[src/rtl/ps2_scancode_to_ascii_macros.svh]
// Assertion macros shared by the scan code translator RTL.
`ifndef PS2_SCANCODE_TO_ASCII_MACROS_SVH
`define PS2_SCANCODE_TO_ASCII_MACROS_SVH

`ifndef SYNTH

// Check a property on every rising edge outside reset.
`define PS2SC_ASSERT(lbl, clk, rstn, prop, msg) \
    lbl: assert property (@(posedge clk) disable iff (!rstn) prop) else $error(msg);

// Check that a condition never holds outside reset.
`define PS2SC_ASSERT_NEVER(lbl, clk, rstn, cond, msg) \
    lbl: assert property (@(posedge clk) disable iff (!rstn) !(cond)) else $error(msg);

`else

`define PS2SC_ASSERT(lbl, clk, rstn, prop, msg)
`define PS2SC_ASSERT_NEVER(lbl, clk, rstn, cond, msg)

`endif

`endif

[src/rtl/ps2sc_pkg.sv]
// Types, scan code constants and key translation tables for the scan code translator.
`default_nettype none

package ps2sc_pkg;

    typedef logic [7:0] code_t;

    // Prefix and modifier scan codes
    localparam code_t CODE_RELEASE  = 8'hF0;
    localparam code_t CODE_EXTENDED = 8'hE0;
    localparam code_t CODE_LSHIFT   = 8'h12;
    localparam code_t CODE_RSHIFT   = 8'h59;
    localparam code_t CODE_CAPS     = 8'h58;
    localparam code_t CODE_EXT_BKSP = 8'h71;
    localparam code_t CHAR_BKSP     = 8'h08;

    // Function-key and arrow ranges
    localparam code_t FKEY_LAST = 8'h0C;
    localparam code_t SP2_FIRST = 8'h66;
    localparam code_t SP2_LAST  = 8'h83;

    localparam code_t LETTER_UPPER_BASE = 8'd65;
    localparam code_t LETTER_CASE_STEP  = 8'd32;
    localparam code_t PLAIN_RUN_BASE    = 8'h2C;
    localparam code_t SHIFT_RUN_BASE    = 8'h21;

    localparam int LETTER_N = 26;
    localparam int PLAIN_RUN_N = 18;
    localparam int SHIFT_RUN_N = 11;
    localparam int PLAIN_PAIR_N = 5;
    localparam int SHIFT_PAIR_N = 11;
    localparam int COMMON_PAIR_N = 5;
    localparam int FKEY_LOW_N = 13;
    localparam int FKEY_HIGH_N = 30;

    localparam code_t LETTER_CODES [LETTER_N] = '{
        8'h1C, 8'h32, 8'h21, 8'h23, 8'h24, 8'h2B, 8'h34, 8'h33, 8'h43, 8'h3B,
        8'h42, 8'h4B, 8'h3A, 8'h31, 8'h44, 8'h4D, 8'h15, 8'h2D, 8'h1B, 8'h2C,
        8'h3C, 8'h2A, 8'h1D, 8'h22, 8'h35, 8'h1A
    };

    // Entry i gives PLAIN_RUN_BASE + i; zero entries do match a zero code
    localparam code_t PLAIN_RUN [PLAIN_RUN_N] = '{
        8'h41, 8'h4E, 8'h49, 8'h4A, 8'h45, 8'h16, 8'h1E, 8'h26, 8'h25,
        8'h2E, 8'h36, 8'h3D, 8'h3E, 8'h46, 8'h00, 8'h4C, 8'h00, 8'h55
    };

    // Entry i gives SHIFT_RUN_BASE + i
    localparam code_t SHIFT_RUN [SHIFT_RUN_N] = '{
        8'h16, 8'h52, 8'h26, 8'h25, 8'h2E, 8'h3D, 8'h00, 8'h46, 8'h45, 8'h3E, 8'h55
    };

    localparam code_t PLAIN_PAIR_CODE [PLAIN_PAIR_N] = '{
        8'h54, 8'h5B, 8'h0E, 8'h5D, 8'h52
    };
    localparam code_t PLAIN_PAIR_CHAR [PLAIN_PAIR_N] = '{
        8'h5B, 8'h5D, 8'h60, 8'h5C, 8'h27
    };

    localparam code_t SHIFT_PAIR_CODE [SHIFT_PAIR_N] = '{
        8'h1E, 8'h36, 8'h4E, 8'h54, 8'h5B, 8'h5D, 8'h4C, 8'h41, 8'h49, 8'h4A, 8'h0E
    };
    localparam code_t SHIFT_PAIR_CHAR [SHIFT_PAIR_N] = '{
        8'h40, 8'h5E, 8'h5F, 8'h7B, 8'h7D, 8'h7C, 8'h3A, 8'h3C, 8'h3E, 8'h3F, 8'h7E
    };

    // Space, enter, tab, escape, backspace
    localparam code_t COMMON_PAIR_CODE [COMMON_PAIR_N] = '{
        8'h29, 8'h5A, 8'h0D, 8'h76, 8'h66
    };
    localparam code_t COMMON_PAIR_CHAR [COMMON_PAIR_N] = '{
        8'h20, 8'h0D, 8'h09, 8'h1B, 8'h08
    };

    localparam code_t FKEY_LOW [FKEY_LOW_N] = '{
        8'h00, 8'h88, 8'h00, 8'h84, 8'h82, 8'h80, 8'h81, 8'h8B, 8'h00, 8'h89,
        8'h87, 8'h85, 8'h83
    };

    localparam code_t FKEY_HIGH [FKEY_HIGH_N] = '{
        8'h08, 8'h00, 8'h00, 8'h00, 8'h00, 8'hA1, 8'h00, 8'h00, 8'h00, 8'h00,
        8'h00, 8'h00, 8'hA2, 8'h00, 8'hA0, 8'hA3, 8'h00, 8'h00, 8'h8A, 8'h00,
        8'h00, 8'h00, 8'h00, 8'h00, 8'h00, 8'h00, 8'h00, 8'h00, 8'h00, 8'h86
    };

    // Translate one key press; zero means no character.
    // Tables are searched in priority order, first hit wins.
    function automatic code_t translate_key(
        input code_t code,
        input logic  ext,
        input logic  shift,
        input logic  upper
    );
        code_t r;
        logic  hit;
        r   = '0;
        hit = 1'b0;
        if (!ext)
        begin
            for (int i = 0; i < COMMON_PAIR_N; i++)
            begin
                if (!hit && COMMON_PAIR_CODE[i] == code)
                begin
                    r   = COMMON_PAIR_CHAR[i];
                    hit = 1'b1;
                end
            end
            for (int i = 0; i < LETTER_N; i++)
            begin
                if (!hit && LETTER_CODES[i] == code)
                begin
                    r   = upper ? 8'(LETTER_UPPER_BASE + i)
                                : 8'(LETTER_UPPER_BASE + LETTER_CASE_STEP + i);
                    hit = 1'b1;
                end
            end
            if (shift)
            begin
                for (int i = 0; i < SHIFT_RUN_N; i++)
                begin
                    if (!hit && SHIFT_RUN[i] == code)
                    begin
                        r   = 8'(SHIFT_RUN_BASE + i);
                        hit = 1'b1;
                    end
                end
                for (int i = 0; i < SHIFT_PAIR_N; i++)
                begin
                    if (!hit && SHIFT_PAIR_CODE[i] == code)
                    begin
                        r   = SHIFT_PAIR_CHAR[i];
                        hit = 1'b1;
                    end
                end
            end
            else
            begin
                for (int i = 0; i < PLAIN_RUN_N; i++)
                begin
                    if (!hit && PLAIN_RUN[i] == code)
                    begin
                        r   = 8'(PLAIN_RUN_BASE + i);
                        hit = 1'b1;
                    end
                end
                for (int i = 0; i < PLAIN_PAIR_N; i++)
                begin
                    if (!hit && PLAIN_PAIR_CODE[i] == code)
                    begin
                        r   = PLAIN_PAIR_CHAR[i];
                        hit = 1'b1;
                    end
                end
            end
        end
        else if (code == CODE_EXT_BKSP)
        begin
            r   = CHAR_BKSP;
            hit = 1'b1;
        end
        // Function keys and arrows for both plain and extended codes
        if (!hit)
        begin
            if (code <= FKEY_LAST)
                r = FKEY_LOW[code[3:0]];
            else if (code >= SP2_FIRST && code <= SP2_LAST)
                r = FKEY_HIGH[5'(code - SP2_FIRST)];
            else
                r = '0;
        end
        return r;
    endfunction

endpackage

`default_nettype wire

[src/rtl/ps2sc_code_if.sv]
// Valid/ready channel that carries one scan code byte per transfer.
`default_nettype none

interface ps2sc_code_if;
    logic              valid;
    logic              ready;
    ps2sc_pkg::code_t  scan_code;

    modport source (output valid, output scan_code, input ready);
    modport sink   (input valid, input scan_code, output ready);
endinterface

`default_nettype wire

[src/rtl/ps2sc_key_if.sv]
// Valid/ready channel that carries one translated key with modifier flags per transfer.
`default_nettype none

interface ps2sc_key_if;
    logic              valid;
    logic              ready;
    ps2sc_pkg::code_t  key_char;
    logic              shift_active;
    logic              caps_active;

    modport source (output valid, output key_char, output shift_active,
                    output caps_active, input ready);
    modport sink   (input valid, input key_char, input shift_active,
                    input caps_active, output ready);
endinterface

`default_nettype wire

[src/rtl/ps2_scancode_to_ascii.sv]
// A byte from code_in waits in the input register; any key it yields then goes to
// the result register. Throughput: one byte per cycle while the input register
// advances: the result register is free or draining, or the byte yields no key.
// Translation is one pass of table compares between the input and result registers.
// Reset (rst_n low, asynchronous) clears shift, caps lock, both prefix flags and
// both valid flags; no clearing pass is needed.
`default_nettype none

module ps2_scancode_to_ascii (
    input  wire logic         clk,
    input  wire logic         rst_n,
    ps2sc_code_if.sink        code_in,
    ps2sc_key_if.source       key_out
);

    `include "ps2_scancode_to_ascii_macros.svh"

    // Input register
    logic                     in_valid_reg;
    ps2sc_pkg::code_t         code_reg;

    // Key state
    logic                     shift_reg, shift_next;
    logic                     caps_reg, caps_next;
    logic                     ext_reg, ext_next;
    logic                     rel_reg, rel_next;

    // Result register
    logic                     out_valid_reg;
    ps2sc_pkg::code_t         key_char_reg;
    logic                     shift_out_reg;
    logic                     caps_out_reg;

    ps2sc_pkg::code_t         char_comb;
    logic                     has_result;
    logic                     advance;
    logic                     is_shift_code;

    assign is_shift_code = (code_reg == ps2sc_pkg::CODE_LSHIFT) ||
                           (code_reg == ps2sc_pkg::CODE_RSHIFT);

    assign char_comb = ps2sc_pkg::translate_key(code_reg, ext_reg, shift_reg,
                                                shift_reg ^ caps_reg);

    // Decode the held byte and work out the next key state
    always_comb
    begin
        shift_next = shift_reg;
        caps_next  = caps_reg;
        ext_next   = ext_reg;
        rel_next   = rel_reg;
        has_result = 1'b0;
        if (code_reg == ps2sc_pkg::CODE_RELEASE)
        begin
            rel_next = 1'b1;
        end
        else if (code_reg == ps2sc_pkg::CODE_EXTENDED)
        begin
            ext_next = 1'b1;
            rel_next = 1'b0;
        end
        else if (rel_reg)
        begin
            rel_next = 1'b0;
            ext_next = 1'b0;
            if (is_shift_code)
                shift_next = 1'b0;
        end
        else if (!ext_reg && is_shift_code)
        begin
            shift_next = 1'b1;
        end
        else if (!ext_reg && code_reg == ps2sc_pkg::CODE_CAPS)
        begin
            caps_next = ~caps_reg;
        end
        else
        begin
            ext_next   = 1'b0;
            has_result = (char_comb != '0);
        end
    end

    // Advance when the result slot is free, draining, or not needed
    assign advance = in_valid_reg &&
                     (!out_valid_reg || key_out.ready || !has_result);

    assign code_in.ready = !in_valid_reg || advance;

    // Hold the input and result valid flags and the key state
    always_ff @(posedge clk or negedge rst_n)
    begin
        if (!rst_n)
        begin
            in_valid_reg  <= 1'b0;
            out_valid_reg <= 1'b0;
            shift_reg     <= 1'b0;
            caps_reg      <= 1'b0;
            ext_reg       <= 1'b0;
            rel_reg       <= 1'b0;
        end
        else
        begin
            if (code_in.ready)
                in_valid_reg <= code_in.valid;
            if (advance)
            begin
                shift_reg <= shift_next;
                caps_reg  <= caps_next;
                ext_reg   <= ext_next;
                rel_reg   <= rel_next;
            end
            if (advance && has_result)
                out_valid_reg <= 1'b1;
            else if (key_out.ready)
                out_valid_reg <= 1'b0;
        end
    end

    // Capture payloads on transfer
    always_ff @(posedge clk)
    begin
        if (code_in.valid && code_in.ready)
            code_reg <= code_in.scan_code;
        if (advance && has_result)
        begin
            key_char_reg  <= char_comb;
            shift_out_reg <= shift_next;
            caps_out_reg  <= caps_next;
        end
    end

    assign key_out.valid        = out_valid_reg;
    assign key_out.key_char     = key_char_reg;
    assign key_out.shift_active = shift_out_reg;
    assign key_out.caps_active  = caps_out_reg;

    // A zero translation must never reach the output
    `PS2SC_ASSERT(a_no_zero_key, clk, rst_n, key_out.valid |-> (key_out.key_char != '0), "zero key delivered")

    // A release prefix leaves the release flag set
    `PS2SC_ASSERT(a_release_sets_flag, clk, rst_n, (advance && code_reg == ps2sc_pkg::CODE_RELEASE) |=> rel_reg, "release prefix lost")

    // Caps lock moves only on an unprefixed caps key
    `PS2SC_ASSERT(a_caps_only_on_key, clk, rst_n, !(advance && code_reg == ps2sc_pkg::CODE_CAPS && !ext_reg && !rel_reg) |=> $stable(caps_reg), "caps lock changed without caps key")

    // A held byte that cannot move blocks the input
    `PS2SC_ASSERT_NEVER(a_stall_blocks_input, clk, rst_n, in_valid_reg && !advance && code_in.ready, "input taken over a stalled byte")

    // A pending result is not overwritten while waiting
    `PS2SC_ASSERT(a_result_held, clk, rst_n, (out_valid_reg && !key_out.ready) |=> (out_valid_reg && $stable(key_char_reg)), "pending key overwritten")

endmodule

`default_nettype wire

[src/flat_wrapper.sv]
// flat-port wrapper written by rule: the top's interface ports become plain ports
module ps2_scancode_to_ascii_flat 
  (clk, rst_n, code_in_valid, code_in_scan_code, code_in_ready, key_out_valid, key_out_key_char, key_out_shift_active, key_out_caps_active, key_out_ready);
  ps2sc_code_if code_in_i ();
  ps2sc_key_if key_out_i ();
  input  wire logic clk;
  input  wire logic rst_n;
  input wire logic [$bits(code_in_i.valid)-1:0] code_in_valid;
  input wire logic [$bits(code_in_i.scan_code)-1:0] code_in_scan_code;
  output wire logic [$bits(code_in_i.ready)-1:0] code_in_ready;
  output wire logic [$bits(key_out_i.valid)-1:0] key_out_valid;
  output wire logic [$bits(key_out_i.key_char)-1:0] key_out_key_char;
  output wire logic [$bits(key_out_i.shift_active)-1:0] key_out_shift_active;
  output wire logic [$bits(key_out_i.caps_active)-1:0] key_out_caps_active;
  input wire logic [$bits(key_out_i.ready)-1:0] key_out_ready;
  assign code_in_i.valid = code_in_valid;
  assign code_in_i.scan_code = code_in_scan_code;
  assign code_in_ready = code_in_i.ready;
  assign key_out_valid = key_out_i.valid;
  assign key_out_key_char = key_out_i.key_char;
  assign key_out_shift_active = key_out_i.shift_active;
  assign key_out_caps_active = key_out_i.caps_active;
  assign key_out_i.ready = key_out_ready;
  ps2_scancode_to_ascii u_core (.clk(clk), .rst_n(rst_n), .code_in(code_in_i), .key_out(key_out_i));
endmodule
[config.mk]
export PLATFORM = sky130hd
export DESIGN_NAME = ps2_scancode_to_ascii_flat
export DESIGN_NICKNAME = d
export VERILOG_FILES = /design/src/rtl/ps2sc_pkg.sv /design/src/rtl/ps2sc_code_if.sv /design/src/rtl/ps2sc_key_if.sv /design/src/rtl/ps2_scancode_to_ascii.sv /design/src/flat_wrapper.sv
export VERILOG_INCLUDE_DIRS = /design/src /design/src/rtl
export SDC_FILE = /design/constraint.sdc
export NUM_CORES = 1
export LEC_CHECK = 0
export ABC_AREA = 1
export BUFFER_PORTS_ARGS = -buffer_cell sky130_fd_sc_hd__buf_2
export CORE_AREA = 5 5 88 74
export DETAILED_ROUTE_END_ITERATION = 10
export DIE_AREA = 0 0 93 79
export PLACE_DENSITY = 0.9
export SLEW_MARGIN = 10
export SYNTH_ARGS = -nofsm -noshare
export SYNTH_HDL_FRONTEND = slang
export SYNTH_SLANG_ARGS = --single-unit
[constraint.sdc]
create_clock -name clk -period 12.05 [get_ports clk]
set_input_delay 1.205 -clock clk [delete_from_list [all_inputs] [get_ports clk]]
set_output_delay 1.205 -clock clk [all_outputs]
set_load 0.005 [all_outputs]
Yosys cells after proc, flatten, opt, wreduce, memory -nomap -nowiden

Memory sizes are Yosys's and may differ from the RTL's.
Index checks and enable logic that the tools add are counted.

Add/sub/neg operators: 1
$lt $le $gt $ge: 5
Eq/ne operators: 60
Multiplexer cells: 330
Bitwise gates (word level): 5
Reduce and logical (&&, ||, !) cells: 167

Operators with widths:

| operator                                             | number |
|---|---|
| 2-to-1 mux 8 bit                                     | 84 |
| 2-to-1 mux 1 bit                                     | 218 |
| equality test 6 x 8 -> 1 bit (first input constant)  | 23 |
| 2-to-1 mux 6 bit                                     | 27 |
| equality test 7 x 8 -> 1 bit (first input constant)  | 20 |
| logical AND 1 bit                                    | 81 |
| logical NOT 1 bit                                    | 78 |
| equality test 5 x 8 -> 1 bit (first input constant)  | 7 |
| equality test 8 x 7 -> 1 bit (second input constant) | 3 |
| equality test 4 x 8 -> 1 bit (first input constant)  | 2 |
| equality test 8 bit (second input constant)          | 2 |
| equality test 8 x 5 -> 1 bit (second input constant) | 1 |
| >= comparator 8 x 7 -> 1 bit (second input constant) | 1 |
| <= comparator 8 x 4 -> 1 bit (second input constant) | 1 |
| <= comparator 8 bit (second input constant)          | 1 |
| logical NOT 8 bit                                    | 1 |
| nonzero test 8 bit                                   | 1 |
| >= comparator 6 bit (second input constant)          | 1 |
| != test 3 x 1 -> 1 bit (second input constant)       | 2 |
| inverter 5 -> 6 bit                                  | 1 |
| >= comparator 5 bit (second input constant)          | 1 |
| inverter 4 -> 5 bit                                  | 1 |
| subtractor 5 x 3 -> 5 bit (second input constant)    | 1 |
| logical OR 1 bit                                     | 4 |
| other kinds (5)                                      | 6 |

Bits in registers: 24
Bits in read-only memories: 384
Input port bits: 12
Output and inout bits: 12
Memories kept: 2

Memory list:

| memory          | depth | width | read ports | clocked after Yosys merged registers in | write ports | line             | text |
|---|---|---|---|---|---|---|---|
| (no name shown) | 32    | 8     | 1          | 0                                       | 0           | ps2sc_pkg.sv:167 | `r = FKEY_HIGH[5'(code - SP2_FIRST)];` |
| (no name shown) | 16    | 8     | 1          | 0                                       | 0           | ps2sc_pkg.sv:165 | `r = FKEY_LOW[code[3:0]];` |

Depth between registers and ports, before layout

Gate-level depths: netlist of run 1.

Word-level depth: 250
Mapped depth: 44
Mapped depth without buffers: 44

Worst setup path before layout of run 1

No wires, ideal clock.

Path type: reg2out
From: register u_core.code_reg[0]
To: output code_in_ready
Data arrival time: 4.323 ns
Path slack: 6.522 ns
Cell stages (with the launch flop): 39
Cells stage by stage: edfxtp_1 inv_1 ha_1 inv_1 nor2_1 nand2_2 nand3_2 nor2_2 nand4_2 nor2_2 nand4_1 nor2_2 nand4_1 nor2_2 nand4_1 nor2_1 nand4_1 nor2_2 [... 3 more ...] nor2_2 nand4_1 nor2_2 nand4_2 nor2_2 nand4_2 nor3_2 nand4_2 nor2_4 nand4_2 o21ai_4 nand2_1 nand3_1 nor2_1 nand3_2 nand2_1 inv_2 nand3_2

Longest elaborated chain between the ends: 249
Elaborated cells on any way between the ends: 512
Those cells by class: add/sub: 1; order compare: 3; eq/ne: 58; mux: 287; bitwise: 2; reduce/logical: 159; memory: 2

RTL lines:

| element                      | line                         | text |
|---|---|---|
| from (decl)                  | ps2_scancode_to_ascii.sv:20  | `ps2sc_pkg::code_t code_reg;` |
| from (signal assigned)       | ps2_scancode_to_ascii.sv:124 | `code_reg <= code_in.scan_code;` |
| equality test 6 x 8 -> 1 bit | ps2sc_pkg.sv:102             | `if (!hit && COMMON_PAIR_CODE[i] == code)` |
| 2-to-1 mux 1 bit             | ps2sc_pkg.sv:102             |  |
| 2-to-1 mux 1 bit             | ps2sc_pkg.sv:98              | `if (!ext)` |
| logical NOT 1 bit            | ps2sc_pkg.sv:102             |  |
| logical AND 1 bit            | ps2sc_pkg.sv:102             |  |
| 2-to-1 mux 1 bit             | ps2sc_pkg.sv:102             |  |
| 2-to-1 mux 1 bit             | ps2sc_pkg.sv:98              |  |
| logical NOT 1 bit            | ps2sc_pkg.sv:102             |  |
| [... 233 more ...]           | n/a                          |  |
| 2-to-1 mux 1 bit             | ps2_scancode_to_ascii.sv:69  | `else if (!ext_reg && is_shift_code)` |
| 2-to-1 mux 1 bit             | ps2_scancode_to_ascii.sv:62  | `else if (rel_reg)` |
| 2-to-1 mux 1 bit             | ps2_scancode_to_ascii.sv:57  | `else if (code_reg == ps2sc_pkg::CODE_EXTENDED)` |
| 2-to-1 mux 1 bit (*)         | ps2_scancode_to_ascii.sv:53  | `if (code_reg == ps2sc_pkg::CODE_RELEASE)` |
| logical NOT 1 bit (*)        | ps2_scancode_to_ascii.sv:86  | `(!out_valid_reg \|\| key_out.ready \|\| !has_result);` |
| logical OR 1 bit (*)         | ps2_scancode_to_ascii.sv:86  |  |
| logical AND 1 bit (*)        | ps2_scancode_to_ascii.sv:85  | `assign advance = in_valid_reg &&` |
| logical OR 1 bit (*)         | ps2_scancode_to_ascii.sv:88  | `assign code_in.ready = !in_valid_reg \|\| advance;` |
| to (decl)                    | flat_wrapper.sv:10           | `output wire logic [$bits(code_in_i.ready)-1:0] code_in_ready;` |

Mark *: on every way between the ends. The rest lies on a longest branch, timed or not. The select of a mux whose other input is x is not followed.

Worst setup path after layout of run 1

From: register u_core.code_reg[0]
To: output code_in_ready

Longest elaborated chain between the ends: 249
Elaborated cells on any way between the ends: 512
Those cells by class: add/sub: 1; order compare: 3; eq/ne: 58; mux: 287; bitwise: 2; reduce/logical: 159; memory: 2

RTL lines:

| element                      | line                        | text |
|---|---|---|
| equality test 6 x 8 -> 1 bit | ps2sc_pkg.sv:102            |  |
| 2-to-1 mux 1 bit             | ps2sc_pkg.sv:102            |  |
| 2-to-1 mux 1 bit             | ps2sc_pkg.sv:98             |  |
| logical NOT 1 bit            | ps2sc_pkg.sv:102            |  |
| logical AND 1 bit            | ps2sc_pkg.sv:102            |  |
| 2-to-1 mux 1 bit             | ps2sc_pkg.sv:102            |  |
| 2-to-1 mux 1 bit             | ps2sc_pkg.sv:98             |  |
| logical NOT 1 bit            | ps2sc_pkg.sv:102            |  |
| [... 231 more ...]           | n/a                         |  |
| net u_core.char_comb[5]      | ps2_scancode_to_ascii.sv:34 | `ps2sc_pkg::code_t char_comb;` |
| [... 2 more ...]             | n/a                         |  |
| 2-to-1 mux 1 bit (*)         | ps2_scancode_to_ascii.sv:69 |  |
| 2-to-1 mux 1 bit (*)         | ps2_scancode_to_ascii.sv:62 |  |
| 2-to-1 mux 1 bit (*)         | ps2_scancode_to_ascii.sv:57 |  |
| 2-to-1 mux 1 bit (*)         | ps2_scancode_to_ascii.sv:53 |  |
| logical NOT 1 bit (*)        | ps2_scancode_to_ascii.sv:86 |  |
| logical OR 1 bit (*)         | ps2_scancode_to_ascii.sv:86 |  |
| logical AND 1 bit (*)        | ps2_scancode_to_ascii.sv:85 |  |
| logical OR 1 bit (*)         | ps2_scancode_to_ascii.sv:88 |  |

Mark *: on every way through the listed nets, which the timed path passes. The rest lies on a longest branch. The select of a mux whose other input is x is not followed.

==> flow_metrics.py, run 1 <==
metrics = {
    "outcome": {
        "status": "completed",
    },
    "yosys": {
        "synth_fp_nets": 557,
        "ys_ff_latch": 24,
        "synthCells": 538,
        "synth-warning-count": 0,
        "syn_avg_cell_area_um2": 5.97,
        "synth_edf_count": 18,
        "synth_flop_cell": "edfxtp_1",
        "synth_top_cell_by_area": "edfxtp_1",
        "synthArstFlopShare_pct": 25.0,
        "ys_types": 43,
        "netlist.area_leader.share_pct": 16.8,
        "synth_seq_area_share_pct": 21.5,
        "netlist_area_um2": 3210,
        "synthTopCellsByArea": "edfxtp_1 (17%), nor2_1 (14%), inv_1 (13%)",
    },
    "clock_network": {
        "cts_setup_buffers": 0,
        "cts_num_sinks": 24,
        "clkLatencyLatePin_ns": 0.27,
        "clk_pin_slew_worst_paths_ns": 0.08,
        "cts_tree": "built",
        "cts_root_buf": "clkbuf_8",
        "cts_max_level": 1,
        "hold_buffers": 0,
        "cts_buffers": 3,
        "clk_path_buf_depth": 2,
        "cts_resized": 0,
    },
    "sta": {
        "slew_headroom_pct": 45.6,
        "worst_slew_pin_slew_ns": 0.795,
        "final_hold_viol_count": 0,
        "rsz0062_at_grt": "false",
        "setup_viol": 0,
        "drv_slew": 0,
        "fmax_mhz": 149,
        "post-route-period-util_pct": 55.8,
        "setup_tns_ns": 0,
        "skew_ns": 0.00270,
        "fin_crit_ns": 6.73,
    },
    "floorplanning": {
        "ios": 24,
        "dieArea_um2": 7350,
        "rows": 25,
        "die_h_um": 79,
        "die_w_um": 93,
        "core_um2": 5630,
        "start_util_pct": 57.1,
    },
    "global_route": {
        "grt_most_used_layer": "met2",
        "gr-usage-met2_pct": 43.0,
        "grt_first_pass_wirelength_um": 15700,
        "grt_max_degree": 14,
        "grt_use_total_pct": 26.3,
        "use_met1_pct": 35.6,
        "grt_pass1_vias": 3476,
        "use_met3_pct": 4.83,
        "grt_antenna_before_repair": 0,
        "gr-total-overflow": 0,
    },
    "worst_setup_path": {
        "end_kind": "primary output",
        "cpMaxStageDelayCell": "edfxtp_1",
        "crit_path_end": "code_in_ready",
        "crit_fanout": 6,
        "r2r_start": "u_core.code_reg[0]",
        "ff2ff_setup_slack_ns": 6.30,
        "worstSetupStartpointType": "flip-flop",
        "cp.arrival_ns": 5.52,
        "crit_top_cell": "nor2_2",
        "cp_slowest_stage_delay_ns": 0.48,
        "crit_type": "reg -> out",
        "r2r.worst_path.cells": 41,
        "cp-startpoint": "u_core.code_reg[0]",
        "r2r_end": "u_core.key_out.key_char[7]",
        "cp.required_ns": 10.85,
    },
    "power_and_ir_drop": {
        "ir_drop_mv": 0.0640,
        "p_leak_nw": 1.73,
        "power_density_nw_per_um2": 112,
    },
    "place": {
        "dp_hpwl_um": 7630,
        "dp.cells": 623,
        "io_buffers": 23,
        "place.gp.congestion": 1.00,
    },
    "routing": {
        "drt_pre_antenna_iters": 5,
        "wl_um": 9290,
        "wire_per_inst_um": 14.8,
        "ant_nets": 0,
        "avgViaCountPerCell": 5.95,
        "initialDrtViolationCount": 448,
        "vias": 3730,
        "route.detailed.drc": 0,
    },
    "layout": {
        "fillers": 549,
        "areaGrowthSynthToFinish_pct": 6.35,
        "drive_gt1_share_pct": 12.1,
        "nNetsFinal": 580,
        "antenna_cells": 0,
        "final_cells": 627,
    },
    "job": {
        "maxCapViolCount": 0,
    },
    "hold_path": {
        "hp-class": "reg -> reg",
    },
}
==> cell usage in the layout, fill, tap and decap left out, drive strengths merged, types with 2 or more instances in the layout <==
| cell type | netlist | final |
|---|---|---|
| nor2 | 127 | 127 |
| inv | 113 | 113 |
| nand2 | 88 | 88 |
| nand3 | 54 | 54 |
| nand4 | 40 | 40 |
| buf | 5 | 23 |
| nor3 | 22 | 22 |
| edfxtp | 18 | 18 |
| o21ai | 17 | 17 |
| nor4 | 10 | 10 |
| a21oi | 8 | 8 |
| ha | 7 | 7 |
| dfrtp | 6 | 6 |
| o31ai | 4 | 4 |
| o22ai | 4 | 4 |
| clkbuf | 0 | 3 |
| xnor2 | 2 | 2 |
==> layout make-up <==
cell class	instances	area (µm²)	share of cell area, %
Inverter	113	424	12.4
Clock buffer	3	41.3	1.21
Clock inverter	1	3.75	0.110
Sequential cell	24	691	20.2
Timing Repair Buffer	23	115	3.37
Tap cell	67	83.8	2.45
Multi-Input combinational cell	396	2060	60.2
==> worst min-delay path by stage <==
| stage | startpoint | end | slack (ns) | cells after the start |
|---|---|---|---|---|
| floorplan | u_core.caps_reg | u_core.caps_reg | 0.50 | 2 |
| global placement | u_core.rel_reg | u_core.rel_reg | 0.53 | 2 |
| detailed placement | u_core.rel_reg | u_core.rel_reg | 0.54 | 2 |
| CTS | u_core.rel_reg | u_core.rel_reg | 0.57 | 2 |
| global route | u_core.rel_reg | u_core.rel_reg | 0.61 | 2 |
| finish | u_core.rel_reg | u_core.rel_reg | 0.57 | 2 |
==> where the power goes <==
| part | switching [mW] | internal, mW | total (mW) |
|---|---|---|---|
| Sequential | 0.0149 | 0.123 | 0.138 |
| Clock | 0.0258 | 0.0229 | 0.0487 |
| Combinational | 0.129 | 0.0693 | 0.198 |
| Total | 0.169 | 0.215 | 0.384 |
==> per-stage QoR <==
step                instance area, µm²  hold slack (ns)  utilization [%]  worst slack (ns)  power (mW)
floorplan                         3210            0.502                -              6.52       0.279
global placement                  3370            0.528             59.9              5.91       0.330
detailed placement                3370            0.544             59.9              5.73       0.334
CTS                               3420            0.567             60.7              5.41       0.382
global route                      3420            0.611             60.7              4.78       0.417
finish                            3420            0.572             60.7              5.32       0.384
==> cells by family (layout without fill, tap and decap cells) <==
| kind of cell | after synthesis | in the layout | share of synthesized area [%] |
|---|---|---|---|
| fa+ha+maj | 7 | 7 | 2.73 |
| buf+inv | 118 | 140 | 14.4 |
| simple gates | 346 | 346 | 52.6 |
| xor+xnor | 3 | 3 | 0.818 |
| compound gates | 40 | 40 | 7.87 |
| flops | 24 | 24 | 21.5 |
==> synth_stat cells, types with 2 or more instances <==
| master | instances |
|---|---|
| nor2_1 | 116 |
| inv_1 | 108 |
| nand2_1 | 80 |
| nand3_1 | 50 |
| nand4_1 | 32 |
| nor3_1 | 20 |
| edfxtp_1 | 18 |
| o21ai_0 | 13 |
| nor4_1 | 10 |
| nor2_2 | 9 |
| a21oi_1 | 7 |
| ha_1 | 7 |
| nand4_2 | 7 |
| dfrtp_1 | 6 |
| nand2_2 | 6 |
| inv_2 | 5 |
| nand3_2 | 4 |
| o22ai_1 | 4 |
| o31ai_1 | 4 |
| o21ai_1 | 3 |
| buf_2 | 2 |
| buf_6 | 2 |
| nand2_4 | 2 |
| nor2_4 | 2 |
| nor3_2 | 2 |
| xnor2_1 | 2 |
==> per-layer routing <==
layer / up-vias / wire [µm]
met5: - / 0
met4: 0 / 248
met3: 33 / 1050
met2: 247 / 4080
met1: 1631 / 3910
li1: 1819 / -
==> critical path: cells and delay by family (launching register included) <==
family	cells	cell delay [ns]
flip-flops	1	0.48
AND/OR/NAND/NOR	36	4.04
adder cells (fa/ha/maj)	1	0.20
buffers and inverters	4	0.50
No activity file was read; power rests on OpenSTA's default activity.
==> inputs of run 2 (changes only) <==
- ABC_AREA: 1 -> 0
- CORE_AREA: 5 5 88 74 -> 5 5 92 77
- DIE_AREA: 0 0 93 79 -> 0 0 97 82
- PLACE_DENSITY: 0.9 -> 0.89
- clock period: 12.05 -> 6.5 ns (I/O delays scaled with it)
==> run 2 against run 1 <==
Effect of this change: count of clock-buffer cells in the layout did not move; sequential share of layout area fell by 1.5 points; sequential cell count did not move; critical path depth fell by 29; sequential power rose by 91%; via count rose by 9.0%; cell count fell by 15%; area after synthesis rose by 8.9%; power rose by 110%; non-clock buffer count rose by 9; first-iteration DRC count rose by 54%.
==> flow_metrics.py, run 2 <==
metrics = {
    "power_and_ir_drop": {
        "power_mw": 0.791,
        "p_leak_nw": 1.33,
        "ir_drop_mv": 0.220,
        "power_density_nw_per_um2": 215,
    },
    "yosys": {
        "netlist_area_um2": 3500,
        "synth-warning-count": 0,
        "ys_ff_latch": 24,
        "synth_flop_cell": "edfxtp_1",
        "syn_avg_cell_area_um2": 7.83,
        "synth_top_cell_by_area": "edfxtp_1",
        "synth.top_cells.by_count": "nor2_1 (43), nand2_1 (31), a21oi_1 (29), o21ai_0 (29), edfxtp_1 (18)",
        "synth.most_common_cell": "nor2_1",
        "synth_edf_count": 18,
        "synthTopCellsByArea": "edfxtp_1 (15%), nor2_1 (4.6%), dfrtp_1 (4.3%)",
        "ys_types": 89,
        "synth_fp_nets": 466,
        "synthArstFlopShare_pct": 25.0,
        "synth_seq_area_share_pct": 19.7,
        "synthCells": 447,
        "netlist.area_leader.share_pct": 15.4,
    },
    "sta": {
        "drv_slew": 0,
        "fin_crit_ns": 5.43,
        "rsz0062_at_grt": "false",
        "setup_ws_ns": 1.07,
        "skew_ns": 0.00241,
        "slew_headroom_pct": 39.6,
        "final_hold_viol_count": 0,
        "setup_viol": 0,
        "post-route-period-util_pct": 83.5,
        "worst_slew_pin_slew_ns": 0.893,
        "fmax_mhz": 184,
        "setup_tns_ns": 0,
        "whs_ns": 0.178,
    },
    "clock_network": {
        "cts_buffers": 3,
        "clk_path_buf_depth": 2,
        "cts_setup_buffers": 0,
        "cts_root_buf": "clkbuf_8",
        "cts_resized": 0,
        "clkLatencyLatePin_ns": 0.27,
        "hold_buffers": 0,
        "cts_max_level": 1,
        "cts_num_sinks": 24,
        "cts_tree": "built",
        "clk_pin_slew_worst_paths_ns": 0.09,
    },
    "worst_setup_path": {
        "r2r_start": "u_core.code_reg[5]",
        "crit_buf_inv": 1,
        "crit_type": "reg -> out",
        "worstSetupStartpointType": "flip-flop",
        "path_cells": "nand4bb_1 > a211o_1 > and2_1 > and3_1 > a211oi_1 > o2111ai_1 > a221oi_1 > a32oi_1 > a211oi_2 > nor2_1 > nand2_1 > buf_2",
        "cp_top_family": "compound AO/OA/AOI/OAI gates",
        "end_kind": "primary output",
        "crit_fanout": 29,
        "cp.required_ns": 5.85,
        "r2r_end": "u_core.code_reg[4]",
        "r2r.worst_path.cells": 12,
        "cp.arrival_ns": 4.78,
        "cpMaxStageDelayCell": "edfxtp_1",
        "cp_slowest_stage_delay_ns": 0.95,
        "ff2ff_setup_slack_ns": 1.49,
    },
    "hold_path": {
        "hp-class": "in -> async",
    },
    "place": {
        "place.gp.congestion": 1.06,
        "dpl_worst_slack_ns": 1.56,
        "dp_hpwl_um": 9910,
        "io_buffers": 23,
    },
    "floorplanning": {
        "core_um2": 6150,
        "start_util_pct": 56.9,
        "dieArea_um2": 7950,
        "rows": 26,
        "die_w_um": 97,
        "die_h_um": 82,
        "ios": 24,
    },
    "global_route": {
        "grt_pass1_vias": 3703,
        "grt_use_total_pct": 33.2,
        "gr-total-overflow": 0,
        "grt_max_degree": 36,
        "grt_antenna_before_repair": 0,
        "grt_first_pass_wirelength_um": 20900,
    },
    "layout": {
        "antenna_cells": 0,
        "areaGrowthSynthToFinish_pct": 5.22,
        "final_common_cell": "nor2_1",
        "drive_gt1_share_pct": 15.4,
        "layout_common_cells": "nor2_1 (43), nand2_1 (31), o21ai_0 (29), a21oi_1 (29), buf_2 (23)",
        "utilization_pct": 59.9,
        "nNetsFinal": 468,
    },
    "job": {
        "maxCapViolCount": 0,
    },
    "routing": {
        "initialDrtViolationCount": 689,
        "avgViaCountPerCell": 7.64,
        "wire_per_inst_um": 25.2,
        "wl_um": 13400,
        "drt_pre_antenna_iters": 5,
        "ant_nets": 0,
        "route.detailed.drc": 0,
        "vias": 4067,
    },
    "outcome": {
        "status": "completed",
    },
}
## run 2: cell count changes after synthesis, moves of 10 or more
cell | previous run | this run
a21oi_1 | 7 | 29
buf_2 | 2 | 14
clkbuf_1 | 0 | 13
inv_1 | 108 | 13
nand2_1 | 80 | 31
nand3_1 | 50 | 15
nand4_1 | 32 | 8
nor2_1 | 116 | 43
nor3_1 | 20 | 10
o21ai_0 | 13 | 29
## run 2: through the flow
stage / std cells / instance area [µm²]
floorplan: 447 / 3500
global placement: 528 / 3600
detailed placement: 528 / 3610
CTS: 532 / 3680
global route: 532 / 3680
finish: 532 / 3680
## run 2: worst reg2reg max path, delay by kind of cell, from the launching register on
kind,cells,cell delay (ns)
AOI/OAI and AO/OA,7,2.25
and+or+nand+nor,4,1.31
buffers and inverters,1,0.21
DFF,1,0.95
## run 2: worst max-delay path by stage
| stage | cells past startpoint | from | to |
|---|---|---|---|
| floorplan | 12 | u_core.code_reg[1] | u_core.code_reg[0] |
| global placement | 12 | u_core.code_reg[5] | code_in_ready |
| detailed placement | 12 | u_core.code_reg[5] | code_in_ready |
| CTS | 15 | u_core.code_reg[1] | code_in_ready |
| global route | 12 | u_core.code_reg[5] | code_in_ready |
| finish | 12 | u_core.code_reg[5] | code_in_ready |
## run 2: cells by family after synthesis
kind of cell / synth area share, %
AND/OR/NAND/NOR: 32.7
AO/OA/AOI/OAI: 34.0
buffers and inverters: 6.72
flip-flops: 19.7
XOR/XNOR: 2.00
adder cells (fa/ha/maj): 2.50
multiplexers: 2.36
## run 2: area by class of cell
| class | count | area [µm²] |
|---|---|---|
| tap | 84 | 105 |
| sequential | 24 | 691 |
| multi-input combinational | 374 | 2580 |
| inverter | 14 | 52.6 |
| timing repair buffer | 32 | 183 |
| clock inverter | 1 | 30.0 |
| fill | 544 | 2470 |
| clock buffer | 3 | 41.3 |
## run 2: routing by layer
metal | routed length (µm) | vias to the layer above | GRT usage (%) | part of all wire, %
li1 | - | 1753 | - | -
met1 | 5230 | 1882 | 43.5 | 39
met2 | 5780 | 369 | 53.6 | 43
met3 | 1800 | 63 | 6.54 | 13
met4 | 601 | 0 | 14.7 | 4.5
met5 | 0 | - | 0 | 0
## run 2: report_power, final
group | leakage, nW | total, mW | switching [mW] | internal [mW]
Combinational | 1.04 | 0.394 | 0.243 | 0.151
Clock | 0.0357 | 0.132 | 0.0500 | 0.0824
Sequential | 0.252 | 0.264 | 0.0442 | 0.220
